===== config.mk =====
export PLATFORM = sky130hd
export DESIGN_NAME = register_file_alu_execute
export DESIGN_NICKNAME = d
export VERILOG_FILES = /design/src/rfe_pkg.sv /design/src/rfe_regfile.sv /design/src/rfe_divider.sv /design/src/register_file_alu_execute.sv
export SDC_FILE = /design/constraint.sdc
export NUM_CORES = 2
export LEC_CHECK = 0
export BUFFER_PORTS_ARGS = -buffer_cell sky130_fd_sc_hd__buf_4
export CAP_MARGIN = 25
export CORE_ASPECT_RATIO = 1.5
export CORE_MARGIN = 2
export CORE_UTILIZATION = 25
export CTS_BUF_LIST = sky130_fd_sc_hd__clkbuf_8
export DETAILED_ROUTE_END_ITERATION = 8
export PLACE_DENSITY = 0.38
export SLEW_MARGIN = 20
export SYNTH_ARGS = -nofsm -noshare
export SYNTH_HDL_FRONTEND = slang
export SYNTH_HIERARCHICAL = 1
export SYNTH_SLANG_ARGS = --single-unit

===== constraint.sdc =====
create_clock -name clk -period 7.5 [get_ports clk]
set_input_delay 1.5 -clock clk [delete_from_list [all_inputs] [get_ports clk]]
set_output_delay 1.5 -clock clk [all_outputs]
set_load 0.02 [all_outputs]

===== src/rfe_pkg.sv =====
`timescale 1ns / 1ps

package rfe_pkg;

  localparam int DATA_W        = 32;
  localparam int CMD_W         = 4;
  localparam int IDX_W         = 4;
  localparam int REG_COUNT_DEF = 16;

  localparam logic [CMD_W-1:0] CMD_LOAD       = 4'd0;
  localparam logic [CMD_W-1:0] CMD_ADD        = 4'd1;
  localparam logic [CMD_W-1:0] CMD_SUB        = 4'd2;
  localparam logic [CMD_W-1:0] CMD_MUL        = 4'd3;
  localparam logic [CMD_W-1:0] CMD_DIV        = 4'd4;
  localparam logic [CMD_W-1:0] CMD_NOT        = 4'd5;
  localparam logic [CMD_W-1:0] CMD_EQUAL      = 4'd6;
  localparam logic [CMD_W-1:0] CMD_LESS       = 4'd7;
  localparam logic [CMD_W-1:0] CMD_LESS_EQUAL = 4'd8;

endpackage


===== src/rfe_regfile.sv =====
`timescale 1ns / 1ps

module rfe_regfile
  import rfe_pkg::*;
#(
  parameter int REG_COUNT = REG_COUNT_DEF
) (
  input  logic                         clk,
  input  logic                         rst_n,
  input  logic [$clog2(REG_COUNT)-1:0] rd_addr_a,
  input  logic [$clog2(REG_COUNT)-1:0] rd_addr_b,
  output logic [DATA_W-1:0]            rd_data_a,
  output logic [DATA_W-1:0]            rd_data_b,
  input  logic                         wr_en,
  input  logic [$clog2(REG_COUNT)-1:0] wr_addr,
  input  logic [DATA_W-1:0]            wr_data
);

  logic [DATA_W-1:0]    mem [REG_COUNT];
  logic [REG_COUNT-1:0] valid_r;
  logic [DATA_W-1:0]    q_a_r;
  logic [DATA_W-1:0]    q_b_r;
  logic [DATA_W-1:0]    fwd_data_r;
  logic                 fwd_a_r;
  logic                 fwd_b_r;
  logic                 live_a_r;
  logic                 live_b_r;

  always_ff @(posedge clk) begin
    if (wr_en) begin
      mem[wr_addr] <= wr_data;
    end
    q_a_r      <= mem[rd_addr_a];
    q_b_r      <= mem[rd_addr_b];
    fwd_data_r <= wr_data;
  end

  // entries never written since reset read as zero
  always_ff @(posedge clk) begin
    if (!rst_n) begin
      valid_r  <= '0;
      fwd_a_r  <= 1'b0;
      fwd_b_r  <= 1'b0;
      live_a_r <= 1'b0;
      live_b_r <= 1'b0;
    end else begin
      if (wr_en) begin
        valid_r[wr_addr] <= 1'b1;
      end
      // forward a write that lands on the entry read in the same cycle
      fwd_a_r  <= wr_en && (wr_addr == rd_addr_a);
      fwd_b_r  <= wr_en && (wr_addr == rd_addr_b);
      live_a_r <= valid_r[rd_addr_a];
      live_b_r <= valid_r[rd_addr_b];
    end
  end

  assign rd_data_a = fwd_a_r ? fwd_data_r : (live_a_r ? q_a_r : '0);
  assign rd_data_b = fwd_b_r ? fwd_data_r : (live_b_r ? q_b_r : '0);

endmodule


===== src/rfe_divider.sv =====
`timescale 1ns / 1ps

module rfe_divider
  import rfe_pkg::*;
(
  input  logic              clk,
  input  logic              rst_n,
  input  logic              start,
  input  logic [DATA_W-1:0] dividend,
  input  logic [DATA_W-1:0] divisor,
  output logic              done,
  output logic [DATA_W-1:0] quotient
);

  localparam int CNT_W = $clog2(DATA_W);

  logic              run_r;
  logic              done_r;
  logic [CNT_W-1:0]  cnt_r;
  logic [DATA_W-1:0] rem_r;
  logic [DATA_W-1:0] quo_r;
  logic [DATA_W-1:0] div_r;
  logic [DATA_W:0]   shifted;
  logic [DATA_W+1:0] diff;

  // one quotient bit per cycle, restoring
  assign shifted = {rem_r, quo_r[DATA_W-1]};
  assign diff    = {1'b0, shifted} - {2'b00, div_r};

  always_ff @(posedge clk) begin
    if (start) begin
      rem_r <= '0;
      quo_r <= dividend;
      div_r <= divisor;
    end else if (run_r) begin
      if (!diff[DATA_W+1]) begin
        rem_r <= diff[DATA_W-1:0];
        quo_r <= {quo_r[DATA_W-2:0], 1'b1};
      end else begin
        rem_r <= shifted[DATA_W-1:0];
        quo_r <= {quo_r[DATA_W-2:0], 1'b0};
      end
    end
  end

  always_ff @(posedge clk) begin
    if (!rst_n) begin
      run_r  <= 1'b0;
      done_r <= 1'b0;
      cnt_r  <= '0;
    end else begin
      done_r <= 1'b0;
      if (start) begin
        run_r <= 1'b1;
        cnt_r <= '0;
      end else if (run_r) begin
        cnt_r <= cnt_r + CNT_W'(1);
        if (cnt_r == CNT_W'(DATA_W - 1)) begin
          run_r  <= 1'b0;
          done_r <= 1'b1;
        end
      end
    end
  end

  assign done     = done_r;
  assign quotient = quo_r;

endmodule


===== src/register_file_alu_execute.sv =====
`timescale 1ns / 1ps

// Register-machine execute stage on a file of REG_COUNT 32-bit words.
// Input channel: present in_command, in_src_a, in_src_b, in_dest and
// in_literal with start high; the instruction is taken at a rising edge where
// start is high and busy is low. Register indexes wrap modulo REG_COUNT.
// Result channel: out_valid is high for exactly one cycle per instruction,
// carrying out_written_value, out_bad_command and out_divide_by_zero.
// The receiver cannot stall; every result must be taken in its cycle.
// Every command except a divide with nonzero divisor is evaluated in the
// execute state and its result beat is registered from there; such a divide
// is launched, runs 32 quotient bits in the radix-2 divider, then writes back.
// Throughput: non-divide instructions issue every cycle, since the register
// file forwards a write to a read of the same entry in the same cycle; a
// divide keeps busy high until its result beat is registered, and the next
// instruction is taken at the edge after that.
// Reset (rst_n low, synchronous) clears the control state and marks every
// register as zero through per-entry valid bits; no clearing pass is needed.
module register_file_alu_execute
  import rfe_pkg::*;
#(
  parameter int REG_COUNT = REG_COUNT_DEF
) (
  input  logic              clk,
  input  logic              rst_n,
  input  logic              start,
  output logic              busy,
  input  logic [CMD_W-1:0]  in_command,
  input  logic [IDX_W-1:0]  in_src_a,
  input  logic [IDX_W-1:0]  in_src_b,
  input  logic [IDX_W-1:0]  in_dest,
  input  logic [DATA_W-1:0] in_literal,
  output logic              out_valid,
  output logic [DATA_W-1:0] out_written_value,
  output logic              out_bad_command,
  output logic              out_divide_by_zero
);

  localparam int AW = $clog2(REG_COUNT);

  typedef enum logic [1:0] {
    ST_IDLE,
    ST_EXEC,
    ST_DIV
  } state_t;

  function automatic logic [AW-1:0] wrap_idx(input logic [IDX_W-1:0] raw);
    logic [IDX_W-1:0] v;
    v = raw;
    for (int i = 0; i < 8; i++) begin
      if (int'(v) >= REG_COUNT) begin
        v = v - IDX_W'(REG_COUNT);
      end
    end
    return AW'(v);
  endfunction

  state_t            state_r, state_nxt;
  logic [CMD_W-1:0]  cmd_r;
  logic [AW-1:0]     dest_r;
  logic [DATA_W-1:0] lit_r;

  logic              out_valid_r, out_valid_nxt;
  logic [DATA_W-1:0] out_value_r, out_value_nxt;
  logic              out_bad_r, out_bad_nxt;
  logic              out_dz_r, out_dz_nxt;

  logic              accept;
  logic [DATA_W-1:0] op_a;
  logic [DATA_W-1:0] op_b;
  logic [DATA_W-1:0] alu_val;
  logic              alu_write;
  logic              alu_bad;
  logic              alu_dz;
  logic              alu_div_go;

  logic              wr_en;
  logic [DATA_W-1:0] wr_data;
  logic              div_start;
  logic              div_done;
  logic [DATA_W-1:0] div_quo;

  assign busy   = (state_r == ST_DIV) || ((state_r == ST_EXEC) && (cmd_r == CMD_DIV));
  assign accept = start && !busy;

  rfe_regfile #(
    .REG_COUNT(REG_COUNT)
  ) u_regfile (
    .clk      (clk),
    .rst_n    (rst_n),
    .rd_addr_a(wrap_idx(in_src_a)),
    .rd_addr_b(wrap_idx(in_src_b)),
    .rd_data_a(op_a),
    .rd_data_b(op_b),
    .wr_en    (wr_en),
    .wr_addr  (dest_r),
    .wr_data  (wr_data)
  );

  rfe_divider u_divider (
    .clk     (clk),
    .rst_n   (rst_n),
    .start   (div_start),
    .dividend(op_a),
    .divisor (op_b),
    .done    (div_done),
    .quotient(div_quo)
  );

  always_ff @(posedge clk) begin
    if (accept) begin
      cmd_r  <= in_command;
      dest_r <= wrap_idx(in_dest);
      lit_r  <= in_literal;
    end
  end

  always_comb begin
    alu_val    = '0;
    alu_write  = 1'b1;
    alu_bad    = 1'b0;
    alu_dz     = 1'b0;
    alu_div_go = 1'b0;
    case (cmd_r)
      CMD_LOAD:       alu_val = lit_r;
      CMD_ADD:        alu_val = op_a + op_b;
      CMD_SUB:        alu_val = op_a - op_b;
      CMD_MUL:        alu_val = op_a * op_b;
      CMD_DIV: begin
        alu_write = 1'b0;
        if (op_b == '0) begin
          alu_dz = 1'b1;
        end else begin
          alu_div_go = 1'b1;
        end
      end
      CMD_NOT:        alu_val = {{(DATA_W-1){1'b0}}, (op_a == '0)};
      CMD_EQUAL:      alu_val = {{(DATA_W-1){1'b0}}, (op_a == op_b)};
      CMD_LESS:       alu_val = {{(DATA_W-1){1'b0}}, (op_a < op_b)};
      CMD_LESS_EQUAL: alu_val = {{(DATA_W-1){1'b0}}, (op_a <= op_b)};
      default: begin
        alu_write = 1'b0;
        alu_bad   = 1'b1;
      end
    endcase
  end

  always_comb begin
    state_nxt     = state_r;
    out_valid_nxt = 1'b0;
    out_value_nxt = '0;
    out_bad_nxt   = 1'b0;
    out_dz_nxt    = 1'b0;
    wr_en         = 1'b0;
    wr_data       = alu_val;
    div_start     = 1'b0;
    case (state_r)
      ST_IDLE: begin
        if (accept) begin
          state_nxt = ST_EXEC;
        end
      end
      ST_EXEC: begin
        if (alu_div_go) begin
          div_start = 1'b1;
          state_nxt = ST_DIV;
        end else begin
          out_valid_nxt = 1'b1;
          out_value_nxt = alu_write ? alu_val : '0;
          out_bad_nxt   = alu_bad;
          out_dz_nxt    = alu_dz;
          wr_en         = alu_write;
          state_nxt     = accept ? ST_EXEC : ST_IDLE;
        end
      end
      ST_DIV: begin
        if (div_done) begin
          out_valid_nxt = 1'b1;
          out_value_nxt = div_quo;
          wr_en         = 1'b1;
          wr_data       = div_quo;
          state_nxt     = ST_IDLE;
        end
      end
      default: state_nxt = ST_IDLE;
    endcase
  end

  always_ff @(posedge clk) begin
    if (!rst_n) begin
      state_r     <= ST_IDLE;
      out_valid_r <= 1'b0;
    end else begin
      state_r     <= state_nxt;
      out_valid_r <= out_valid_nxt;
    end
    out_value_r <= out_value_nxt;
    out_bad_r   <= out_bad_nxt;
    out_dz_r    <= out_dz_nxt;
  end

  assign out_valid          = out_valid_r;
  assign out_written_value  = out_value_r;
  assign out_bad_command    = out_bad_r;
  assign out_divide_by_zero = out_dz_r;

`ifndef SYNTHESIS
  a_flag_zero_value: assert property (@(posedge clk) disable iff (!rst_n)
    out_valid && (out_bad_command || out_divide_by_zero) |-> out_written_value == '0)
    else $error("flagged beat carries a nonzero value");

  a_simple_retires: assert property (@(posedge clk) disable iff (!rst_n)
    (state_r == ST_EXEC) && (cmd_r != CMD_DIV) |=> out_valid)
    else $error("non-divide instruction did not retire next cycle");

  a_div_done_in_div: assert property (@(posedge clk) disable iff (!rst_n)
    div_done |-> state_r == ST_DIV)
    else $error("divider finished outside the divide state");

  a_strobe_source: assert property (@(posedge clk) disable iff (!rst_n)
    out_valid |-> ($past(state_r) == ST_EXEC) || ($past(state_r) == ST_DIV))
    else $error("result beat without an executing instruction");

  a_div_busy: assert property (@(posedge clk) disable iff (!rst_n)
    div_start |=> busy)
    else $error("busy dropped while a divide is in flight");
`endif

endmodule

==> flow_metrics.env <==
export IMPL_status="finished, violations left"
export IMPL_violations="setup timing"
export IMPL_grt_first_pass_wirelength_microns=317100
export IMPL_fin_crit_ps=7952
export IMPL_startpoint="u_regfile/live_a_r"
export IMPL_ys_top_cells_by_area="edfxtp_1, fa_1, mux4_2, dfxtp_1, ha_1"
export IMPL_clock_latency_ps=890
export IMPL_clk_pin_slew_ps=60
export IMPL_cts_tree="done"
export IMPL_place_hpwl_microns=165800
export IMPL_drt_iter0_drc=2599
export IMPL_synth_top_cell_by_area="edfxtp_1"
export IMPL_slowest_stage="fa_1"
export IMPL_combinationalPowerShare_pct=19.1
export IMPL_first_pass_iters=6
export IMPL_worst_path_most_repeated_cell="fa_1"
export IMPL_synthFlopType="edfxtp_1"
export IMPL_synth_area_sq_um=55330
export IMPL_slew_headroom_pct=25.66
export IMPL_synthArstFlopShare_pct=0
export IMPL_worst_pin_slew_ps=1109
export IMPL_core_sq_um=220200
export IMPL_synthDistinctLibCells=102
export IMPL_max_cap_violations=0
export IMPL_h_tree_depth=4
export IMPL_fillers=22550
export IMPL_start_util_pct=25.13
export IMPL_synth_top_area_share_pct=33.43
export IMPL_clockPowerShare_pct=37.1
export IMPL_postCtsHoldBufs=0
export IMPL_hold_violations=0
export IMPL_die_h_microns=580.2
export IMPL_die_width_microns=388.1
export IMPL_cts_root_buffer="clkbuf_8"
export IMPL_cts_sinks=808
export IMPL_grtUsageTotal_pct=19.77
export IMPL_fmax_mhz=125.8
export IMPL_p_int_mw=8.140
export IMPL_critPathMaxFanout=12
export IMPL_cts_buffer_depth=4
export IMPL_drtAntennaViolNets=0
export IMPL_grt_max_degree=106
export IMPL_synth_warnings=6
export IMPL_ir_drop_uv=107.2
export IMPL_overflow=0
export IMPL_final_common_cell="edfxtp_1"
export IMPL_cts_buffers=150
export IMPL_leakage_nw=26.79
export IMPL_rsz0062_at_grt="yes"
export IMPL_hold_path_class="reg -> reg"
export IMPL_ys_ff_latch=808
export IMPL_fin_ws_ps=-451.8
export IMPL_p_per_area_nw_per_um2=172.2
export IMPL_grt_pass1_vias=43130
export IMPL_globalplace_congestion=0.9255
export IMPL_port_buffers=86
export IMPL_p_seq_share_pct=43.8
export IMPL_pre_cts_ws_ps=-817.5
export IMPL_fin_util_pct=30.49
export IMPL_rr_startpoint="u_regfile/live_a_r"
export IMPL_io_pins=87
export IMPL_clock_skew_ps=71.53
export IMPL_synth_edf_count=616
export IMPL_power_net_switching_mw=3.422
export IMPL_avgSynthCellArea_sq_um=12.09
export IMPL_die_area_sq_um=225200
export IMPL_setup_violations_final=337
export IMPL_cp_start_kind="flop"
export IMPL_path_class="reg -> reg"
export IMPL_syn2layout_area_growth_pct=21.33
export IMPL_viasPerCell=4.875
export IMPL_rows=211
export IMPL_layout_common_cells="edfxtp_1, inv_1, buf_4"
export IMPL_layout_drive_gt1_share_pct=25.27
export IMPL_drv_slew=0
export IMPL_wl_per_cell_microns=28.26
export IMPL_holdWs_ps=481.8
export IMPL_seq_area_sq_um=22350
export IMPL_drcViolationCount=0
export IMPL_crit_path_max_incr_delay_ps=570
export IMPL_antenna_found_initial=14
export IMPL_syn_inst=4577
export IMPL_ys_seq_area_share_pct=40.38
export IMPL_fin_crit_sh_pct=106.0
export IMPL_wl_microns=226400
export IMPL_multi_input_area_sq_um=30890
export IMPL_rrSetupSlack_ps=-450
export IMPL_syn_nets=5262
export IMPL_endpoint_kind="flop"
export IMPL_worstPathArrival_ps=8540
export IMPL_cp_required_ps=8090
export IMPL_layout_nets=5713
export IMPL_vias=39070
export IMPL_dpl_cell_count=7717
export IMPL_layoutNonFillerInstCount=8014
export IMPL_switching_share_pct=29.60
export IMPL_hold_start="u_regfile/valid_r[5]"
power by group through the flow:
stage                     Combinational (mW)  Sequential [mW]  Clock, mW
after CTS                               2.18             5.07       4.46
after floorplan                         1.36             5.10          0
after detailed placement                2.14             5.16          0
after global routing                    2.38             5.08       4.62
final                                   2.20             5.07       4.29
after global placement                  2.14             5.16          0
path summary, 6_finish.rpt:
kind         depth (start not counted)              endpoint
max                                 28  u_regfile/mem[9][25]
min                                  1  u_regfile/valid_r[5]
max reg2reg                         28  u_regfile/mem[9][25]
min reg2reg                          1  u_regfile/valid_r[5]
sequential cells by signal, summed over array words and instances, names as in the netlist, 2 cells and up:
name and cells:
u_regfile/mem 512, u_divider/cnt_r 5, out_written_value 32, u_divider/rem_r 32
u_regfile/q_a_r 32, u_regfile/q_b_r 32, dest_r 4, lit_r 32
u_regfile/fwd_data_r 32, u_regfile/valid_r 16, u_divider/div_r 32, u_divider/quotient 32
cmd_r 4, state_r 2
Yosys cell counts, types with 30 or more instances:
library cell	count
o21a_1	32
edfxtp_1	616
a22oi_1	135
a21oi_1	143
nand3_1	37
mux2_2	34
buf_2	40
clkbuf_1	211
a21o_1	41
xnor2_1	89
fa_1	411
o21ai_0	93
ha_1	223
nand2_1	407
xor2_1	45
inv_1	495
nor2_1	188
mux2i_1	30
a211oi_1	48
dfxtp_1	192
a22o_1	68
and2_1	289
mux4_2	261
what timing repair did:
action                     CTS  global route
setup endpoints to repair  364           369
resized for setup          110            71
setup buffers                6            11
pin swaps                   22            27
cloned                       5             8
hold endpoints to repair     0             0
per-stage QoR:
step           instance area, sq um  power (mW)  setup TNS, ps
3_3_place_gp                  62880       7.298        -148730
4_1_cts                       66440       11.70        -118680
3_5_place_dp                  62910       7.296        -157870
6_report                      67130       11.56         -95640
5_1_grt                       67130       12.08        -168190
2_1_floorplan                 55620       6.464              0
critical path: cells and delay by family, from the launching register on:
kind            cells  cell delay (ps)
simple gates        3              630
fa+ha+maj           9             4230
compound gates      8             1410
buf+inv             8             1030
flops               1              320
kinds of logic (layout without fill, tap and decap cells):
kind of cell | Yosys count | in the layout | synth area share (%)
buf+inv | 782 | 1340 | 5.656
compound gates | 778 | 779 | 10.08
mux | 327 | 327 | 11.91
other cells | 0 | 3 | 0
fa+ha+maj | 634 | 634 | 19.91
xor+xnor | 135 | 135 | 2.162
flops | 808 | 808 | 40.38
simple gates | 1113 | 1113 | 9.902
routing by layer:
layer,vias to the layer above,wire (microns),global-route usage (%)
met5,-,0,0
met4,0,12550,9.648
met3,401,7284,1.929
met2,1003,121700,37.43
met1,20450,84910,21.84
li1,17220,-,-
layout make-up:
| class | count | share of cell area [%] |
|---|---|---|
| clock inverter | 90 | 0.8462 |
| antenna | 3 | 0.01118 |
| sequential | 808 | 33.29 |
| inverter | 499 | 2.790 |
| tap | 2875 | 5.359 |
| timing repair buffer | 581 | 8.203 |
| multi-input combinational | 2988 | 46.02 |
| clock buffer | 170 | 3.485 |
No activity file was read; power rests on OpenSTA's default activity.
